<file path="config.mk">
export PLATFORM = sky130hd
export DESIGN_NAME = ventilator_breath_phase_sequencer_top
export DESIGN_NICKNAME = d
export VERILOG_FILES = /design/src/hw/rtl/vbps_pkg.sv /design/src/hw/rtl/ventilator_breath_phase_sequencer_top.sv /design/src/hw/rtl/vbps_cfg_regs.sv /design/src/hw/rtl/vbps_phase_core.sv
export SDC_FILE = /design/constraint.sdc
export NUM_CORES = 1
export LEC_CHECK = 0
export ABC_CLOCK_PERIOD_IN_PS = 13950
export BUFFER_PORTS_ARGS = -buffer_cell sky130_fd_sc_hd__buf_2
export CAP_MARGIN = 20
export CORE_ASPECT_RATIO = 1.1
export CORE_MARGIN = 3
export CORE_UTILIZATION = 50
export CTS_CLUSTER_DIAMETER = 40
export DETAILED_ROUTE_END_ITERATION = 16
export PLACE_DENSITY = 0.79
export SLEW_MARGIN = 10
export SYNTH_ARGS = -nofsm -noshare
export SYNTH_HDL_FRONTEND = slang
export SYNTH_SLANG_ARGS = --single-unit
</file>
<file path="constraint.sdc">
create_clock -name clk -period 13.95 [get_ports clk]
set_clock_uncertainty 0.2 [all_clocks]
set_input_delay 1.395 -clock clk [delete_from_list [all_inputs] [get_ports clk]]
set_output_delay 1.395 -clock clk [all_outputs]
set_load 0.005 [all_outputs]
</file>
<file path="src/hw/rtl/vbps_pkg.sv">
// Shared types and constants for the ventilator breath phase sequencer.
package vbps_pkg;

	// Breath phase codes as they appear in the result beat.
	typedef enum logic [1:0] {
		PH_INHALE = 2'd0,
		PH_PAUSE  = 2'd1,
		PH_EXHALE = 2'd2
	} phase_t;

	// Kind of driver applied to the ventilator node.
	typedef enum logic [1:0] {
		DRV_NONE     = 2'd0,
		DRV_PRESSURE = 2'd1,
		DRV_FLOW     = 2'd2
	} drv_kind_t;

	// Register indexes on the configuration port (byte address is 4 times the index).
	localparam logic [2:0] REG_MODE_BITS     = 3'd0;
	localparam logic [2:0] REG_CYCLE_LIMIT   = 3'd1;
	localparam logic [2:0] REG_INHALE_DRIVE  = 3'd2;
	localparam logic [2:0] REG_PAUSE_TICKS   = 3'd3;
	localparam logic [2:0] REG_TRIGGER_TICKS = 3'd4;
	localparam logic [2:0] REG_TRIGGER_PRESS = 3'd5;
	localparam logic [2:0] REG_PEEP          = 3'd6;

	// Bit positions inside mode_bits.
	localparam int MODE_CYCLE_VOLUME  = 0;
	localparam int MODE_INHALE_FLOW   = 1;
	localparam int MODE_MACHINE_TRIG  = 2;
	localparam int MODE_PATIENT_TRIG  = 3;

	localparam logic [3:0] MODE_BITS_RESET = 4'd4;

	// One input tick.
	typedef struct packed {
		logic               connected;
		logic signed [15:0] volume_delta;
		logic signed [15:0] ventilator_pressure;
		logic signed [15:0] connection_pressure;
		logic signed [15:0] ambient_pressure;
	} tick_beat_t;

	// One result per tick.
	typedef struct packed {
		logic               active;
		logic               drive_is_flow;
		logic signed [15:0] drive_level;
		logic [1:0]         breath_phase;
		logic               no_trigger_error;
	} result_beat_t;

	// Configuration register contents as seen by the datapath.
	typedef struct packed {
		logic [3:0]         mode_bits;
		logic [23:0]        cycle_limit;
		logic signed [15:0] inhale_drive_value;
		logic [15:0]        pause_ticks;
		logic [15:0]        trigger_ticks;
		logic signed [15:0] trigger_pressure;
		logic signed [15:0] end_expiratory_pressure;
	} cfg_t;

endpackage

</file>
<file path="src/hw/rtl/ventilator_breath_phase_sequencer_top.sv">
// Top level of the ventilator breath phase sequencer.
//
// Each tick beat on the tick channel carries the connection flag, the
// Y-piece volume for the tick and three node pressures. For every tick the
// block returns one result beat on the result channel: whether a driver is
// applied, its kind and level, the breath phase after the tick and the
// missing-trigger error flag.
// A tick is registered in an input stage, evaluated by one pass of compare
// and add logic there, and its result is registered in the output stage once
// that stage is free. One tick is accepted every cycle while the result
// receiver does not stall; the single pass through the phase logic between
// the two registers sets that rate.
// When the result receiver stalls, the waiting result holds and the input
// stage still takes one more tick; only when both stages are full is the
// tick channel stalled.
// Reset puts the breath in exhale with zero period count and volume, no driver set, and all
// registers at their defaults (mode_bits = 4). The user writes registers over the APB-style
// port only while no ticks are in flight; the block itself does no check on this.
module ventilator_breath_phase_sequencer_top #(
	parameter int PERIOD_WIDTH = 16,
	parameter int VOLUME_WIDTH = 32
) (
	input  logic                   clk,
	input  logic                   arst_n,
	input  logic                   tick_valid,
	output logic                   tick_stall,
	input  vbps_pkg::tick_beat_t   tick,
	output logic                   result_valid,
	input  logic                   result_stall,
	output vbps_pkg::result_beat_t result,
	input  logic                   psel,
	input  logic                   penable,
	input  logic                   pwrite,
	input  logic [4:0]             paddr,
	input  logic [31:0]            pwdata,
	output logic [31:0]            prdata,
	output logic                   pready
);

	vbps_pkg::cfg_t         cfg;
	vbps_pkg::tick_beat_t   tick_s1;
	logic                   tick_valid_s1;
	vbps_pkg::result_beat_t core_result;
	vbps_pkg::result_beat_t result_q;
	logic                   result_valid_q;
	logic                   out_free;
	logic                   step;

	vbps_cfg_regs u_cfg (
		.clk     (clk),
		.arst_n  (arst_n),
		.psel    (psel),
		.penable (penable),
		.pwrite  (pwrite),
		.paddr   (paddr),
		.pwdata  (pwdata),
		.prdata  (prdata),
		.pready  (pready),
		.cfg     (cfg)
	);

	// Flow control between the input stage and the result register.
	assign out_free   = !result_valid_q || !result_stall;
	assign step       = tick_valid_s1 && out_free;
	assign tick_stall = tick_valid_s1 && !out_free;

	vbps_phase_core #(
		.PERIOD_WIDTH (PERIOD_WIDTH),
		.VOLUME_WIDTH (VOLUME_WIDTH)
	) u_core (
		.clk    (clk),
		.arst_n (arst_n),
		.step   (step),
		.beat   (tick_s1),
		.cfg    (cfg),
		.result (core_result)
	);

	// Input stage valid and result valid.
	always_ff @(posedge clk or negedge arst_n) begin
		if (!arst_n) begin
			tick_valid_s1  <= 1'b0;
			result_valid_q <= 1'b0;
		end else begin
			if (!tick_stall) begin
				tick_valid_s1 <= tick_valid;
			end
			if (out_free) begin
				result_valid_q <= tick_valid_s1;
			end
		end
	end

	// Payload registers.
	always_ff @(posedge clk) begin
		if (tick_valid && !tick_stall) begin
			tick_s1 <= tick;
		end
		if (step) begin
			result_q <= core_result;
		end
	end

	assign result_valid = result_valid_q;
	assign result       = result_q;

	// The tick channel stalls only when both stages hold beats and the output is held.
	a_stall_only_when_full: assert property (@(posedge clk) disable iff (!arst_n)
		tick_stall |-> tick_valid_s1 && result_valid_q && result_stall)
		else $error("tick channel stalled while a stage was free");

	// A disconnected tick yields an inactive result in exhale.
	a_disconnect_result: assert property (@(posedge clk) disable iff (!arst_n)
		step && !tick_s1.connected |=>
			result_valid && !result.active && !result.no_trigger_error &&
			result.breath_phase == vbps_pkg::PH_EXHALE)
		else $error("disconnected tick gave a wrong result");

	// The error flag needs exhale and both triggers disabled.
	a_error_cause: assert property (@(posedge clk) disable iff (!arst_n)
		result_valid && result.no_trigger_error |->
			result.breath_phase == vbps_pkg::PH_EXHALE &&
			!cfg.mode_bits[vbps_pkg::MODE_MACHINE_TRIG] &&
			!cfg.mode_bits[vbps_pkg::MODE_PATIENT_TRIG])
		else $error("no-trigger error flagged with a trigger enabled");

	// A result beat that is taken is followed by the next only if one was waiting.
	a_result_follows: assert property (@(posedge clk) disable iff (!arst_n)
		result_valid && !result_stall && !tick_valid_s1 |=> !result_valid)
		else $error("result beat appeared without a tick");

endmodule

</file>
<file path="src/hw/rtl/vbps_cfg_regs.sv">
// APB-style configuration register file for the breath phase sequencer.
module vbps_cfg_regs (
	input  logic           clk,
	input  logic           arst_n,
	input  logic           psel,
	input  logic           penable,
	input  logic           pwrite,
	input  logic [4:0]     paddr,
	input  logic [31:0]    pwdata,
	output logic [31:0]    prdata,
	output logic           pready,
	output vbps_pkg::cfg_t cfg
);

	logic [2:0] reg_index;
	logic       wr_en;

	assign pready    = 1'b1;
	assign reg_index = paddr[4:2];
	assign wr_en     = psel & penable & pwrite & pready;

	// Register writes complete in the access phase.
	always_ff @(posedge clk or negedge arst_n) begin
		if (!arst_n) begin
			cfg.mode_bits               <= vbps_pkg::MODE_BITS_RESET;
			cfg.cycle_limit             <= '0;
			cfg.inhale_drive_value      <= '0;
			cfg.pause_ticks             <= '0;
			cfg.trigger_ticks           <= '0;
			cfg.trigger_pressure        <= '0;
			cfg.end_expiratory_pressure <= '0;
		end else if (wr_en) begin
			case (reg_index)
				vbps_pkg::REG_MODE_BITS:     cfg.mode_bits               <= pwdata[3:0];
				vbps_pkg::REG_CYCLE_LIMIT:   cfg.cycle_limit             <= pwdata[23:0];
				vbps_pkg::REG_INHALE_DRIVE:  cfg.inhale_drive_value      <= pwdata[15:0];
				vbps_pkg::REG_PAUSE_TICKS:   cfg.pause_ticks             <= pwdata[15:0];
				vbps_pkg::REG_TRIGGER_TICKS: cfg.trigger_ticks           <= pwdata[15:0];
				vbps_pkg::REG_TRIGGER_PRESS: cfg.trigger_pressure        <= pwdata[15:0];
				vbps_pkg::REG_PEEP:          cfg.end_expiratory_pressure <= pwdata[15:0];
				default: ;
			endcase
		end
	end

	// Read back; signed registers come back sign-extended.
	always_comb begin
		case (reg_index)
			vbps_pkg::REG_MODE_BITS:     prdata = 32'(cfg.mode_bits);
			vbps_pkg::REG_CYCLE_LIMIT:   prdata = 32'(cfg.cycle_limit);
			vbps_pkg::REG_INHALE_DRIVE:  prdata = 32'(cfg.inhale_drive_value);
			vbps_pkg::REG_PAUSE_TICKS:   prdata = 32'(cfg.pause_ticks);
			vbps_pkg::REG_TRIGGER_TICKS: prdata = 32'(cfg.trigger_ticks);
			vbps_pkg::REG_TRIGGER_PRESS: prdata = 32'(cfg.trigger_pressure);
			vbps_pkg::REG_PEEP:          prdata = 32'(cfg.end_expiratory_pressure);
			default:                     prdata = '0;
		endcase
	end

endmodule

</file>
<file path="src/hw/rtl/vbps_phase_core.sv">
// Breath phase state and the single-tick next-state and result logic.
module vbps_phase_core #(
	parameter int PERIOD_WIDTH = 16,
	parameter int VOLUME_WIDTH = 32
) (
	input  logic                   clk,
	input  logic                   arst_n,
	input  logic                   step,
	input  vbps_pkg::tick_beat_t   beat,
	input  vbps_pkg::cfg_t         cfg,
	output vbps_pkg::result_beat_t result
);

	localparam int LimW = (PERIOD_WIDTH > 24) ? PERIOD_WIDTH : 24;
	localparam int TckW = (PERIOD_WIDTH > 16) ? PERIOD_WIDTH : 16;

	// Architectural state.
	vbps_pkg::phase_t               phase_q;
	logic [PERIOD_WIDTH-1:0]        period_q;
	logic signed [VOLUME_WIDTH-1:0] volume_q;
	vbps_pkg::drv_kind_t            kind_q;
	logic signed [15:0]             level_q;

	// Next-state values built up phase by phase.
	vbps_pkg::phase_t               ph;
	logic [PERIOD_WIDTH-1:0]        pc;
	logic signed [VOLUME_WIDTH-1:0] vol;
	vbps_pkg::drv_kind_t            kind;
	logic signed [15:0]             lvl;
	logic                           armed;
	logic                           err;

	logic signed [VOLUME_WIDTH:0]   vol_sum;
	logic signed [VOLUME_WIDTH-1:0] vol_sat;
	logic                           vol_reached;
	logic                           time_reached;
	logic signed [17:0]             rel_press;

	// Saturating volume accumulation and the inhale end tests.
	assign vol_sum = (VOLUME_WIDTH+1)'(volume_q) + (VOLUME_WIDTH+1)'(beat.volume_delta);

	always_comb begin
		if (vol_sum[VOLUME_WIDTH] != vol_sum[VOLUME_WIDTH-1]) begin
			vol_sat = vol_sum[VOLUME_WIDTH] ? {1'b1, {(VOLUME_WIDTH-1){1'b0}}}
			                                : {1'b0, {(VOLUME_WIDTH-1){1'b1}}};
		end else begin
			vol_sat = vol_sum[VOLUME_WIDTH-1:0];
		end
	end

	assign vol_reached = (VOLUME_WIDTH+1)'(vol_sat) >=
		$signed({{(VOLUME_WIDTH-23){1'b0}}, cfg.cycle_limit});
	assign time_reached = LimW'(period_q) >= LimW'(cfg.cycle_limit);

	// Patient trigger pressure relative to ambient minus PEEP.
	assign rel_press = 18'(beat.connection_pressure) - 18'(beat.ambient_pressure)
		- 18'(cfg.end_expiratory_pressure);

	// Phases are evaluated inhale, pause, exhale so transitions cascade.
	always_comb begin
		ph    = phase_q;
		pc    = period_q;
		vol   = volume_q;
		kind  = kind_q;
		lvl   = level_q;
		armed = 1'b0;
		err   = 1'b0;

		if (!beat.connected) begin
			ph  = vbps_pkg::PH_EXHALE;
			pc  = '0;
			vol = '0;
		end else begin
			// Inhale: cycle on volume or on time.
			if (ph != vbps_pkg::PH_INHALE) begin
				vol = '0;
			end else begin
				vol = vol_sat;
				if (cfg.mode_bits[vbps_pkg::MODE_CYCLE_VOLUME] ? vol_reached : time_reached) begin
					if (cfg.mode_bits[vbps_pkg::MODE_CYCLE_VOLUME]) begin
						vol = '0;
					end
					ph = vbps_pkg::PH_PAUSE;
					pc = '0;
				end else begin
					kind = cfg.mode_bits[vbps_pkg::MODE_INHALE_FLOW] ? vbps_pkg::DRV_FLOW
					                                                 : vbps_pkg::DRV_PRESSURE;
					lvl  = cfg.inhale_drive_value;
				end
			end

			// Pause: hold the measured ventilator pressure.
			if (ph == vbps_pkg::PH_PAUSE) begin
				if (cfg.pause_ticks != '0 && TckW'(pc) < TckW'(cfg.pause_ticks)) begin
					kind = vbps_pkg::DRV_PRESSURE;
					lvl  = beat.ventilator_pressure;
				end else begin
					ph = vbps_pkg::PH_EXHALE;
					pc = '0;
				end
			end

			// Exhale: drive PEEP until a machine or patient trigger fires.
			if (ph == vbps_pkg::PH_EXHALE) begin
				if (cfg.mode_bits[vbps_pkg::MODE_MACHINE_TRIG] &&
				    TckW'(pc) >= TckW'(cfg.trigger_ticks)) begin
					ph = vbps_pkg::PH_INHALE;
					pc = '0;
				end else if (cfg.mode_bits[vbps_pkg::MODE_PATIENT_TRIG] &&
				             rel_press <= 18'(cfg.trigger_pressure)) begin
					ph = vbps_pkg::PH_INHALE;
					pc = '0;
				end else begin
					armed = cfg.mode_bits[vbps_pkg::MODE_MACHINE_TRIG] |
					        cfg.mode_bits[vbps_pkg::MODE_PATIENT_TRIG];
					kind  = vbps_pkg::DRV_PRESSURE;
					lvl   = cfg.end_expiratory_pressure;
					err   = !armed;
				end
			end

			// A driver that was never set applies zero pressure.
			if (kind == vbps_pkg::DRV_NONE) begin
				kind = vbps_pkg::DRV_PRESSURE;
				lvl  = '0;
			end

			// Period counter saturates at all ones.
			if (pc != {PERIOD_WIDTH{1'b1}}) begin
				pc = pc + 1'b1;
			end
		end
	end

	// Result fields for this tick.
	always_comb begin
		result.active           = beat.connected;
		result.drive_is_flow    = beat.connected && (kind == vbps_pkg::DRV_FLOW);
		result.drive_level      = beat.connected ? lvl : 16'sd0;
		result.breath_phase     = ph;
		result.no_trigger_error = beat.connected && err;
	end

	// State advances once per tick that leaves the input stage.
	always_ff @(posedge clk or negedge arst_n) begin
		if (!arst_n) begin
			phase_q  <= vbps_pkg::PH_EXHALE;
			period_q <= '0;
			volume_q <= '0;
			kind_q   <= vbps_pkg::DRV_NONE;
			level_q  <= '0;
		end else if (step) begin
			phase_q  <= ph;
			period_q <= pc;
			volume_q <= vol;
			kind_q   <= kind;
			level_q  <= lvl;
		end
	end

endmodule

</file>
==> results_tabular.tex, run 1 <==
\begin{tabular}{lr}
\hline
Metric & Value \\
\hline
\multicolumn{2}{l}{\textbf{Pwr}} \\
Static power due to leakage & about 9.1 nW \\
Power per standard cell area & between 200 and 250 nW/um\^{}2 \\
Largest vdd supply drop & $\sim$170 uV \\
\multicolumn{2}{l}{\textbf{Routing}} \\
Length of the first detailed-routing pass in iterations & 6 \\
DRC violations left & 0 \\
Vias/cell & roughly 6 \\
Post-route antenna net violation count & 0 \\
Via Count & between 10000 and 15000 \\
Wire length reported by the detailed router & $\sim$50 mm \\
Number of DRC violations after detailed-routing iteration 0 & between 1500 and 2000 \\
Drt wl/cell & 20.69 um \\
\multicolumn{2}{l}{\textbf{STA}} \\
Period Utilization, post-route & 0.9399 \\
Endpoints failing hold & 0 \\
Max-slew violation count & 0 \\
Maximum frequency from static timing analysis & 76.27 MHz \\
RSZ-0062 raised after global routing & false \\
Crit path time final & around 13 ns \\
Setup\_tns & 0 ns \\
Pin slew with the least headroom to its limit & 1.023 ns \\
Slew margin rel. & 0.3178 \\
Final Setup Violations & 0 \\
\multicolumn{2}{l}{\textbf{Clocking}} \\
Root buffer selected by CTS & sky130\_fd\_sc\_hd\_\_clkbuf\_16 \\
Later-pin clock latency in the skew report & between 0.5 and 0.6 ns \\
TritonCTS Buffers & 42 \\
TritonCTS clock tree & built \\
Clock buffer depth & 3 \\
Number of sinks handled by clock tree synthesis & about 260 \\
Number of buffers inserted for hold repair after clock tree synthesis & 0 \\
Cts repair resizes & 0 \\
H-tree levels & 2 \\
Post-CTS clock slew at the launch and capture registers of the worst setup and hold paths & about 0.050 ns \\
\multicolumn{2}{l}{\textbf{Global route}} \\
Vias in the first global route & between 10000 and 15000 \\
Initial antenna violation count & 0 \\
Global-route wire length before repair & between 70 and 80 mm \\
Overall fraction of global-route tracks in use & 0.2762 \\
Pin count of the biggest net entering global routing & 73 \\
Total overflow reported by the global router & 0 \\
\multicolumn{2}{l}{\textbf{Critical path}} \\
Type of destination of the critical path & register \\
Worst Setup Start Kind & register \\
Classification of the worst setup path & reg -> reg \\
Highest-delay cell along the critical path & sky130\_fd\_sc\_hd\_\_nor2b\_1 \\
Critical Path AT & 13.33 ns \\
Largest stage delay on the critical path & around 0.6 ns \\
Worst Path Max Fanout & 33 \\
Required @ worst endpoint & around 14 ns \\
\multicolumn{2}{l}{\textbf{Cells and area}} \\
Area growth syn-to-layout & 16.23\% \\
Area of the multi-input gates & between 8000 and 9000 um\^{}2 \\
Filler cells & around 2800 \\
Non-Filler Instances & around 2400 \\
Nets & about 2200 \\
Proportion of layout cells with a drive suffix above 1 & 0.1697 \\
Diodes inserted & 0 \\
Sequential cell area in the final layout & about 7000 um\^{}2 \\
\multicolumn{2}{l}{\textbf{Floorplanning}} \\
CORE AREA & roughly 33000 um\^{}2 \\
Starting utilization of the core area & 0.5081 \\
Vertical die dimension & between 150 and 200 um \\
Number of top-level pins & between 150 and 200 \\
DIE AREA & 36070 um\^{}2 \\
Std cell rows & 70 \\
Width of the die & about 180 um \\
\multicolumn{2}{l}{\textbf{Logic synthesis}} \\
Top-area cell type share of the netlist area & 0.2605 \\
Largest family of logic cells by synthesized area & compound AO/OA/AOI/OAI gates \\
Post-synthesis async set-or-reset flop share & 0.6742 \\
Most numerous cell types in the synthesized netlist & sky130\_fd\_sc\_hd\_\_nand2\_1 (210), sky130\_fd\_sc\_hd\_\_o21ai\_0 (188), sky130\_fd\_sc\_hd\_\_dfrtp\_1 (176) \\
Count of flip-flops with a built-in enable after synthesis & 86 \\
Biggest area consumer among synthesized cells & sky130\_fd\_sc\_hd\_\_dfrtp\_1 \\
Average instance area after synthesis & between 9 and 10 um\^{}2 \\
Distinct cell type count after synthesis & between 80 and 90 \\
Complex-gate fraction of the synthesized area & 0.2155 \\
Net count after synthesis & between 2000 and 2500 \\
Post-synthesis share of cell area spent on xor and xnor gates & 0.01606 \\
Simple-gate share of the synthesized area & 0.1466 \\
Most common cell in the netlist & sky130\_fd\_sc\_hd\_\_nand2\_1 \\
Cell Area, Synth & about 17000 um\^{}2 \\
Warnings, synthesis & 0 \\
Flip-flop and latch count after synthesis & between 200 and 300 \\
Synth top area cells & sky130\_fd\_sc\_hd\_\_dfrtp\_1 (26\%), sky130\_fd\_sc\_hd\_\_edfxtp\_1 (15\%), sky130\_fd\_sc\_hd\_\_ha\_1 (11\%) \\
Register area share after synthesis & 0.4163 \\
Primary flip-flop cell chosen by synthesis mapping & sky130\_fd\_sc\_hd\_\_dfrtp\_1 \\
Post-synthesis mux area share & 0.01820 \\
Area share of fa/ha/maj cells after synthesis & 0.1259 \\
Synth Instances & 1799 \\
\multicolumn{2}{l}{\textbf{Run}} \\
Number of violations of the max-capacitance limit & 0 \\
\multicolumn{2}{l}{\textbf{Hold path}} \\
Worst hold path type & reg -> reg \\
\multicolumn{2}{l}{\textbf{Status}} \\
Result of the run & completed \\
\multicolumn{2}{l}{\textbf{Placement}} \\
Count of buffers from port buffering & 153 \\
Routability cong. & between 0.9 and 1 \\
DPL Wire Length & 36.58 mm \\
Number of instances in the placed design & 2331 \\
\hline
\end{tabular}
==> report_power, final <==
group / switching (W) / internal (W)
Sequential: 0.000140 / 0.000994
Clock: 0.000413 / 0.000679
Combinational: 0.00124 / 0.000776
==> sequential cells by signal, summed over array words and instances, names as in the netlist <==
| signal | count |
|---|---|
| u_core.level_q | 16 |
| u_cfg.cfg | 108 |
| tick_s1 | 65 |
| result | 21 |
| u_core.volume_q | 32 |
| tick_valid_s1 | 1 |
| result_valid | 1 |
| u_core.kind_q | 2 |
| u_core.period_q | 16 |
| u_core.phase_q | 2 |
==> area by class of cell <==
class | count | share of cell area
multi-input cells | 1284 | 0.4507
flip-flops and latches | 264 | 0.3582
repair buffers | 202 | 0.05800
clock buffers | 49 | 0.05640
inverters | 158 | 0.03018
well taps | 432 | 0.02750
clock inverters | 29 | 0.01903
==> final timing paths <==
| path | startpoint | depth (start not counted) | to | slack, ns |
|---|---|---|---|---|
| worst max-delay path | tick_s1[48] | 53 | u_core.period_q[8] | 0.84 |
| worst min-delay path | u_core.volume_q[28] | 2 | u_core.volume_q[28] | 0.28 |
| worst max register to register | tick_s1[48] | 53 | u_core.period_q[8] | 0.84 |
| worst min register to register | u_core.volume_q[28] | 2 | u_core.volume_q[28] | 0.28 |
| max in group asynchronous | arst_n | 2 | u_core.period_q[13] | 11.60 |
| min in group asynchronous | arst_n | 1 | u_core.level_q[12] | 0.61 |
==> metal layers <==
layer / part of all wire / GRT usage / vias up
met1: 0.40 / 0.3557 / 7098
met3: 0.084 / 0.05486 / 148
met2: 0.47 / 0.4532 / 717
li1: - / - / 6776
met4: 0.049 / 0.1267 / 0
met5: 0 / 0 / -
==> per-stage QoR <==
step	cell area [um^2]	util	worst slack (ns)	power (W)	hold WS, ns
5_1_grt	19650	0.5905	0.02010	0.004536	0.3099
6_report	19650	0.5905	0.8384	0.004239	0.2828
4_1_cts	19590	0.5885	1.040	0.004220	0.2848
3_3_place_gp	18100	0.5439	1.276	0.003005	0.2673
2_1_floorplan	16910	-	2.071	0.002556	0.2473
3_5_place_dp	18100	0.5439	1.104	0.003099	0.2710
==> layout by cell type, fill, tap and decap left out, types with 15 or more instances in the layout <==
| cell type | instances |
|---|---|
| sky130_fd_sc_hd__nand3_1 | 34 |
| sky130_fd_sc_hd__fa_1 | 17 |
| sky130_fd_sc_hd__ha_1 | 143 |
| sky130_fd_sc_hd__and3_1 | 19 |
| sky130_fd_sc_hd__nor2_1 | 92 |
| sky130_fd_sc_hd__nand4_1 | 27 |
| sky130_fd_sc_hd__o21ai_0 | 187 |
| sky130_fd_sc_hd__xnor2_1 | 19 |
| sky130_fd_sc_hd__and2_1 | 24 |
| sky130_fd_sc_hd__a21oi_1 | 95 |
| sky130_fd_sc_hd__nand2_1 | 210 |
| sky130_fd_sc_hd__buf_2 | 152 |
| sky130_fd_sc_hd__o31ai_1 | 22 |
| sky130_fd_sc_hd__clkbuf_16 | 43 |
| sky130_fd_sc_hd__inv_1 | 158 |
| sky130_fd_sc_hd__nor3_1 | 41 |
| sky130_fd_sc_hd__dfrtp_1 | 176 |
| sky130_fd_sc_hd__a22o_1 | 28 |
| sky130_fd_sc_hd__mux2i_1 | 15 |
| sky130_fd_sc_hd__buf_4 | 49 |
| sky130_fd_sc_hd__edfxtp_1 | 86 |
| sky130_fd_sc_hd__nor2b_1 | 24 |
| sky130_fd_sc_hd__a21o_1 | 39 |
==> cells by family (layout without fill, tap and decap cells) <==
family / count (synthesis) / in the layout
compound gates: 540 / 540
simple gates: 524 / 524
flops: 264 / 264
buf+inv: 251 / 438
fa+ha+maj: 160 / 160
xor+xnor: 31 / 31
mux: 28 / 28
other cells: 1 / 1
==> timing repair <==
| action | in CTS | in global routing |
|---|---|---|
| setup buffers | 0 | 9 |
| endpoints found under the setup margin | 0 | 1 |
| endpoints found under the hold margin | 0 | 0 |
==> worst max-delay path, delay by kind of cell, from the launching register on <==
kind | cells | cell delay [ns]
adders and majority gates | 7 | 2.09
buffers and inverters | 4 | 0.74
and+or+nand+nor | 24 | 4.93
AOI/OAI and AO/OA | 18 | 4.60
DFF | 1 | 0.37
Note: power is estimated with default switching activity, not from simulation.
==> run 2, diff against run 1 <==
--- a/config.mk
+++ b/config.mk
@@ -6,6 +6,5 @@
 export NUM_CORES = 1
 export LEC_CHECK = 0
-export ABC_CLOCK_PERIOD_IN_PS = 13950
-export BUFFER_PORTS_ARGS = -buffer_cell sky130_fd_sc_hd__buf_2
+export ABC_CLOCK_PERIOD_IN_PS = 11600
 export CAP_MARGIN = 20
 export CORE_ASPECT_RATIO = 1.1
@@ -14,5 +13,6 @@
 export CTS_CLUSTER_DIAMETER = 40
 export DETAILED_ROUTE_END_ITERATION = 16
-export PLACE_DENSITY = 0.79
+export DONT_BUFFER_PORTS = 1
+export PLACE_DENSITY = 0.78
 export SLEW_MARGIN = 10
 export SYNTH_ARGS = -nofsm -noshare
==> constraint.sdc (replaced) <==
create_clock -name clk -period 11.6 [get_ports clk]
set_clock_uncertainty 0.2 [all_clocks]
set_input_delay 1.16 -clock clk [delete_from_list [all_inputs] [get_ports clk]]
set_output_delay 1.16 -clock clk [all_outputs]
set_load 0.1 [all_outputs]
==> run 2 against run 1 <==
Effect of this change:
- final area is 0.93% lower
- sequential cell count stayed put
- global-route usage is 0.69 points lower
- utilization is 0.55 points lower
- largest power group unchanged
- via count is 3.9% lower
- power is 32% higher
- sequential power is 35% higher
- non-clock buffer count is 141 lower
- cell count is 5.6% lower
- combinational power is 37% higher
- first-iteration DRC count is 13% lower
- hold slack worse by 0.20 ns
==> results_tabular.tex, run 2 (synthesis results as in run 1) <==
\begin{tabular}{lr}
\hline
Metric & Value \\
\hline
\multicolumn{2}{l}{\textbf{Run}} \\
Number of violations of the max-capacitance limit & 0 (unchanged) \\
\multicolumn{2}{l}{\textbf{Placement}} \\
Count of buffers from port buffering & 0 (-100\%) \\
Routability cong. & 0.9647 (+1.8\%) \\
DPL Wire Length & 35.93 mm (-1.8\%) \\
\multicolumn{2}{l}{\textbf{Cells and area}} \\
Proportion of layout cells with a drive suffix above 1 & 0.1394 (-0.03030) \\
Diodes inserted & 0 (unchanged) \\
Filler cells & 2776 (-1.7\%) \\
Max FFs per register & 108 (unchanged) \\
Sequential cell area in the final layout & 7039 um\^{}2 (unchanged) \\
Most frequent cells in the layout & sky130\_fd\_sc\_hd\_\_nand2\_1 (210), sky130\_fd\_sc\_hd\_\_dfrtp\_1 (176), sky130\_fd\_sc\_hd\_\_o21ai\_0 (172) \\
Registers with the most flip-flops & u\_cfg.cfg: 108 flops, tick\_s1: 65 flops, u\_core.volume\_q: 32 flops \\
Largest reg by FF count & u\_cfg.cfg \\
Nets & 2084 (-6.2\%) \\
Area growth syn-to-layout & 15.15\% \\
Commonest non-fill, non-tap cell in the layout & sky130\_fd\_sc\_hd\_\_nand2\_1 \\
Area of the multi-input gates & 9216 um\^{}2 (+4.0\%) \\
\multicolumn{2}{l}{\textbf{STA}} \\
Slew margin rel. & 0.1911 (-0.1268) \\
Final-layout worst hold slack & 0.08472 ns (-0.1981 ns) \\
Maximum frequency from static timing analysis & 89.03 MHz (+17\%) \\
Max-slew violation count & 0 (unchanged) \\
Final Setup Violations & 0 (unchanged) \\
Pin slew with the least headroom to its limit & 1.215 ns (+0.1915 ns) \\
Crit path time final & 11.23 ns (-1.879 ns) \\
Period Utilization, post-route & 0.9683 (+0.02840) \\
Endpoints failing hold & 0 (unchanged) \\
\multicolumn{2}{l}{\textbf{Critical path}} \\
Slack of the worst reg-to-reg path & 0.37 ns (-0.47 ns) \\
Library cell appearing most often on the critical path & sky130\_fd\_sc\_hd\_\_and3\_4 \\
RR Endpoint & u\_core.period\_q[8] \\
Type of destination of the critical path & register \\
Largest stage delay on the critical path & 0.43 ns (-0.17 ns) \\
Highest-delay cell along the critical path & sky130\_fd\_sc\_hd\_\_or3\_4 \\
Critical Path AT & 11.48 ns (-1.85 ns) \\
Depth of the worst register-to-register path & 54 (+1.9\%) \\
Required @ worst endpoint & 11.85 ns (-2.32 ns) \\
Worst Setup Start Kind & register \\
Worst Path Max Fanout & 14 (-58\%) \\
Classification of the worst setup path & reg -> reg \\
R2R Path Start & tick\_s1[63] \\
\multicolumn{2}{l}{\textbf{Hold path}} \\
Worst hold path type & in -> async \\
\multicolumn{2}{l}{\textbf{Clocking}} \\
Later-pin clock latency in the skew report & 0.57 ns (-0.02 ns) \\
Number of sinks handled by clock tree synthesis & 264 (unchanged) \\
Post-CTS clock slew at the launch and capture registers of the worst setup and hold paths & 0.06 ns (about the same) \\
H-tree levels & 2 (unchanged) \\
Number of buffers inserted for hold repair after clock tree synthesis & 0 (unchanged) \\
TritonCTS Buffers & 45 (+7.1\%) \\
TritonCTS clock tree & built \\
Root buffer selected by CTS & sky130\_fd\_sc\_hd\_\_clkbuf\_16 \\
Clock buffer depth & 3 (unchanged) \\
\multicolumn{2}{l}{\textbf{Global route}} \\
Pin count of the biggest net entering global routing & 179 (+150\%) \\
Total overflow reported by the global router & 0 (unchanged) \\
Overall fraction of global-route tracks in use & 0.2693 (-0.006876) \\
Vias in the first global route & 14210 (-1.8\%) \\
Global-route wire length before repair & 77.30 mm (-2.7\%) \\
Initial antenna violation count & 1 (+1) \\
\multicolumn{2}{l}{\textbf{Routing}} \\
Length of the first detailed-routing pass in iterations & 5 (-1) \\
Number of DRC violations after detailed-routing iteration 0 & 1328 (-13\%) \\
DRC violations left & 0 (unchanged) \\
Vias/cell & 6.206 (+1.8\%) \\
Drt wl/cell & 21.92 um (+6.0\%) \\
Wire length reported by the detailed router & 50.05 mm (about the same) \\
Post-route antenna net violation count & 0 (unchanged) \\
Via Count & 14170 (-3.9\%) \\
\multicolumn{2}{l}{\textbf{Pwr}} \\
Largest vdd supply drop & 157.3 uV (-8.4\%) \\
Power per standard cell area & 288.1 nW/um\^{}2 (+34\%) \\
Static power due to leakage & 8.656 nW (-5.1\%) \\
Sum of internal, switching and leakage power & 0.005609 W (+32\%) \\
\multicolumn{2}{l}{\textbf{Floorplanning}} \\
Starting utilization of the core area & 0.5081 (unchanged) \\
Width of the die & 181.3 um (unchanged) \\
CORE AREA & 33280 um\^{}2 (unchanged) \\
Std cell rows & 70 (unchanged) \\
Number of top-level pins & 165 (unchanged) \\
Vertical die dimension & 198.9 um (unchanged) \\
DIE AREA & 36070 um\^{}2 (unchanged) \\
\multicolumn{2}{l}{\textbf{Status}} \\
Result of the run & completed \\
\hline
\end{tabular}
run 2: what timing repair did:
action                                  CTS  global route
endpoints found under the setup margin    9            18
pin swaps                                 1            23
buffers inserted                          0            12
cloned                                    0             1
resized for setup                         6            63
run 2: how the worst max path moves through the flow:
stage,startpoint,endpoint,slack (ns)
global route,tick_s1[63],u_core.period_q[11],-0.18
global placement,tick_s1[63],u_core.period_q[1],0.03
detailed placement,u_core.volume_q[0],u_core.period_q[11],-0.15
floorplan,u_core.volume_q[0],u_core.period_q[1],0.01
finish,tick_s1[63],u_core.period_q[8],0.37
CTS,tick_s1[63],u_core.period_q[11],0.01
run 2: layout make-up:
class,instances,area share
clock buffers,49,0.05963
clock inverters,34,0.01831
inverters,158,0.03059
multi-input cells,1285,0.4733
flip-flops and latches,264,0.3615
well taps,432,0.02776
repair buffers,61,0.02885
run 2: where the power goes:
| part | leakage, nW | internal [W] | switching, W |
|---|---|---|---|
| logic | 4.94 | 0.00106 | 0.00169 |
| clock network | 0.734 | 0.000813 | 0.000528 |
| registers | 2.98 | 0.00120 | 0.000325 |
run 2: critical path, delay by kind of cell, from the launching register on:
| kind | cells | cell delay [ns] |
|---|---|---|
| DFF | 1 | 0.40 |
| AOI/OAI and AO/OA | 17 | 3.42 |
| buffers and inverters | 5 | 0.74 |
| xor gates and xnor gates | 1 | 0.33 |
| and+or+nand+nor | 25 | 4.34 |
| adders and majority gates | 6 | 1.67 |
run 2: metal layers:
| metal | wire [um] | global-route usage |
|---|---|---|
| met4 | 2176 | 0.1177 |
| met2 | 24260 | 0.4599 |
| met3 | 4141 | 0.05523 |
| met1 | 19460 | 0.3329 |
| met5 | 13 | 0 |
run 2: stage by stage:
step	setup slack [ns]	util	setup TNS, ns	area [um^2]	std cells
after global routing	-0.1785	0.5850	-0.8383	19470	2283
after CTS	0.01270	0.5735	0	19090	2269
after floorplan	0.01065	-	0	16930	1799
final	0.3677	0.5850	0	19470	2283
after detailed placement	-0.1460	0.5274	-0.5589	17550	2186
after global placement	0.03279	0.5249	0	17470	2183
==> run 3, diff against run 2 <==
Settings changed: PLACE_DENSITY 0.78 to 0.68.
==> run 3 against run 2 <==
Effect of this change:
- wire length increased by 0.56%
- non-clock buffer count grew 5
- first-iteration DRC count fell by 19%
- utilization up 0.29 points
- die area did not move
- power about the same
- via count rose by 0.21%
- sequential cell count stayed put
- largest cell class unchanged
==> results_tabular.tex, run 3 (synthesis results as in run 1) <==
\begin{tabular}{lr}
\hline
Metric & Value \\
\hline
\multicolumn{2}{l}{\textbf{STA}} \\
Crit path time final & 11.16 ns (-0.07384 ns) \\
Pin slew with the least headroom to its limit & 1.192 ns (-0.02267 ns) \\
Max-slew violation count & 0 (unchanged) \\
Final Setup Violations & 0 (unchanged) \\
Setup\_tns & 0 ns (unchanged) \\
Slew margin rel. & 0.2052 (+0.01411) \\
Period Utilization, post-route & 0.9619 (-0.006365) \\
Endpoints failing hold & 0 (unchanged) \\
Maximum frequency from static timing analysis & 89.62 MHz (+0.66\%) \\
\multicolumn{2}{l}{\textbf{Clocking}} \\
Root buffer selected by CTS & sky130\_fd\_sc\_hd\_\_clkbuf\_16 \\
H-tree levels & 2 (unchanged) \\
TritonCTS clock tree & built \\
Post-CTS clock slew at the launch and capture registers of the worst setup and hold paths & 0.05 ns (about the same) \\
Number of sinks handled by clock tree synthesis & 264 (unchanged) \\
Number of buffers inserted for hold repair after clock tree synthesis & 0 (unchanged) \\
Clock buffer depth & 3 (unchanged) \\
TritonCTS Buffers & 47 (+4.4\%) \\
Later-pin clock latency in the skew report & 0.58 ns (about the same) \\
\multicolumn{2}{l}{\textbf{Routing}} \\
Drt wl/cell & 21.96 um (+0.17\%) \\
Number of DRC violations after detailed-routing iteration 0 & 1075 (-19\%) \\
Vias/cell & 6.195 (-0.18\%) \\
Via Count & 14200 (+0.21\%) \\
Length of the first detailed-routing pass in iterations & 5 (unchanged) \\
Wire length reported by the detailed router & 50.33 mm (+0.56\%) \\
DRC violations left & 0 (unchanged) \\
Post-route antenna net violation count & 0 (unchanged) \\
\multicolumn{2}{l}{\textbf{Critical path}} \\
Type of destination of the critical path & register \\
Largest stage delay on the critical path & 0.47 ns (+0.04 ns) \\
Worst Setup Start Kind & register \\
Worst Path Max Fanout & 6 (-8) \\
Highest-delay cell along the critical path & sky130\_fd\_sc\_hd\_\_edfxtp\_1 \\
Library cell appearing most often on the critical path & sky130\_fd\_sc\_hd\_\_buf\_4 \\
Critical Path AT & 11.43 ns (-0.05 ns) \\
Classification of the worst setup path & reg -> reg \\
Required @ worst endpoint & 11.87 ns (+0.02 ns) \\
\multicolumn{2}{l}{\textbf{Cells and area}} \\
Proportion of layout cells with a drive suffix above 1 & 0.1382 (-0.001212) \\
Sequential cell area in the final layout & 7039 um\^{}2 (unchanged) \\
Final standard cell utilization of the core & 0.5880 (+0.002932) \\
Nets & 2091 (+0.34\%) \\
Registers with the most flip-flops & u\_cfg.cfg: 108 flops, tick\_s1: 65 flops, u\_core.volume\_q: 32 flops \\
Most frequent cells in the layout & sky130\_fd\_sc\_hd\_\_nand2\_1 (208), sky130\_fd\_sc\_hd\_\_dfrtp\_1 (176), sky130\_fd\_sc\_hd\_\_o21ai\_0 (171) \\
Max FFs per register & 108 (unchanged) \\
Area of the multi-input gates & 9159 um\^{}2 (-0.62\%) \\
Filler cells & 2823 (+1.7\%) \\
Diodes inserted & 0 (unchanged) \\
Commonest non-fill, non-tap cell in the layout & sky130\_fd\_sc\_hd\_\_nand2\_1 \\
Largest reg by FF count & u\_cfg.cfg \\
Area growth syn-to-layout & 15.72\% \\
\multicolumn{2}{l}{\textbf{Floorplanning}} \\
CORE AREA & 33280 um\^{}2 (unchanged) \\
Width of the die & 181.3 um (unchanged) \\
Vertical die dimension & 198.9 um (unchanged) \\
Std cell rows & 70 (unchanged) \\
Starting utilization of the core area & 0.5081 (unchanged) \\
Number of top-level pins & 165 (unchanged) \\
DIE AREA & 36070 um\^{}2 (unchanged) \\
\multicolumn{2}{l}{\textbf{Placement}} \\
Count of buffers from port buffering & 0 (unchanged) \\
DPL Wire Length & 36.15 mm (+0.61\%) \\
Routability cong. & 0.9355 (-3.0\%) \\
\multicolumn{2}{l}{\textbf{Pwr}} \\
Net switching share of the total power & 0.4443 (-0.009222) \\
Largest vdd supply drop & 224.6 uV (+43\%) \\
Switching power of the nets & 0.002490 W (-2.1\%) \\
Static power due to leakage & 8.732 nW (+0.87\%) \\
Combinational Power Share & 0.471 (-0.019) \\
Share of total power in sequential cells & 0.275 (+0.004) \\
Power per standard cell area & 286.4 nW/um\^{}2 (-0.59\%) \\
Share of power burned in the clock network & 0.254 (+0.015) \\
Internal Pwr Total & 0.003114 W (+1.6\%) \\
\multicolumn{2}{l}{\textbf{Global route}} \\
Global-route wire length before repair & 77.31 mm (about the same) \\
Vias in the first global route & 13760 (-3.2\%) \\
Overall fraction of global-route tracks in use & 0.2720 (+0.002716) \\
Total overflow reported by the global router & 0 (unchanged) \\
Initial antenna violation count & 0 (-1) \\
Pin count of the biggest net entering global routing & 179 (unchanged) \\
\multicolumn{2}{l}{\textbf{Run}} \\
Number of violations of the max-capacitance limit & 0 (unchanged) \\
\multicolumn{2}{l}{\textbf{Status}} \\
Result of the run & completed \\
\multicolumn{2}{l}{\textbf{Hold path}} \\
Worst hold path type & in -> async \\
\hline
\end{tabular}
[run 3: critical path, delay by kind of cell (launching register included)]
kind                     cells  cell delay (ns)
multiplexers                 1             0.16
buffers and inverters        7             0.99
AO/OA/AOI/OAI               16             3.30
adder cells (fa/ha/maj)      6             1.58
XOR/XNOR                     1             0.23
flip-flops                   1             0.47
AND/OR/NAND/NOR             23             4.10
[run 3: what timing repair did]
action	in CTS	in global routing
gates resized for setup	5	47
buffers inserted	1	13
pin swaps	1	22
gates cloned	0	1
setup endpoints to repair	14	16
[run 3: final cells by class]
class	instances	share of cell area
Sequential cell	264	0.3597
Tap cell	432	0.02762
Clock buffer	53	0.06451
Inverter	158	0.03031
Clock inverter	34	0.01816
Timing Repair Buffer	66	0.03165
Multi-Input combinational cell	1285	0.4680
[run 3: metrics by stage]
stage | setup slack (ns) | total power [W] | area (um^2) | hold WS (ns) | cells
global route | -0.1126 | 0.005967 | 19570 | 0.07394 | 2292
global placement | 0.2042 | 0.003928 | 17490 | 0.2656 | 2185
floorplan | 0.01065 | 0.003371 | 16930 | 0.2473 | 1799
detailed placement | -0.1507 | 0.004025 | 17630 | 0.2736 | 2190
finish | 0.4415 | 0.005604 | 19570 | 0.08857 | 2292
CTS | 0.002260 | 0.005490 | 19270 | 0.05587 | 2278
[run 3: worst paths after layout]
path | startpoint | endpoint | slack, ns | cells past startpoint
setup / recovery | tick_s1[63] | u_core.period_q[10] | 0.44 | 54
hold / removal | arst_n | u_cfg.cfg[6] | 0.09 | 0
setup reg to reg | tick_s1[63] | u_core.period_q[10] | 0.44 | 54
hold reg to reg | u_core.volume_q[27] | u_core.volume_q[27] | 0.29 | 2
max in group asynchronous | arst_n | u_core.phase_q[1] | 10.77 | 0
min in group clk | u_core.volume_q[27] | u_core.volume_q[27] | 0.29 | 2
[run 3: power groups by stage]
| stage | logic, W | registers [W] | clock network (W) |
|---|---|---|---|
| 2_1_floorplan | 0.00191 | 0.00146 | 0 |
| 3_3_place_gp | 0.00239 | 0.00154 | 0 |
| 3_5_place_dp | 0.00248 | 0.00155 | 0 |
| 4_1_cts | 0.00252 | 0.00153 | 0.00144 |
| 5_1_grt | 0.00293 | 0.00156 | 0.00148 |
| 6_report | 0.00264 | 0.00154 | 0.00142 |
[run 3: routing by layer]
layer / part of all wire / routed length, um / vias to the layer above / global-route usage
li1: - / - / 6545 / -
met1: 0.39 / 19770 / 6899 / 0.3325
met2: 0.48 / 24030 / 592 / 0.4613
met3: 0.071 / 3572 / 163 / 0.04718
met4: 0.059 / 2957 / 0 / 0.1473
met5: 0 / 0 / - / 0
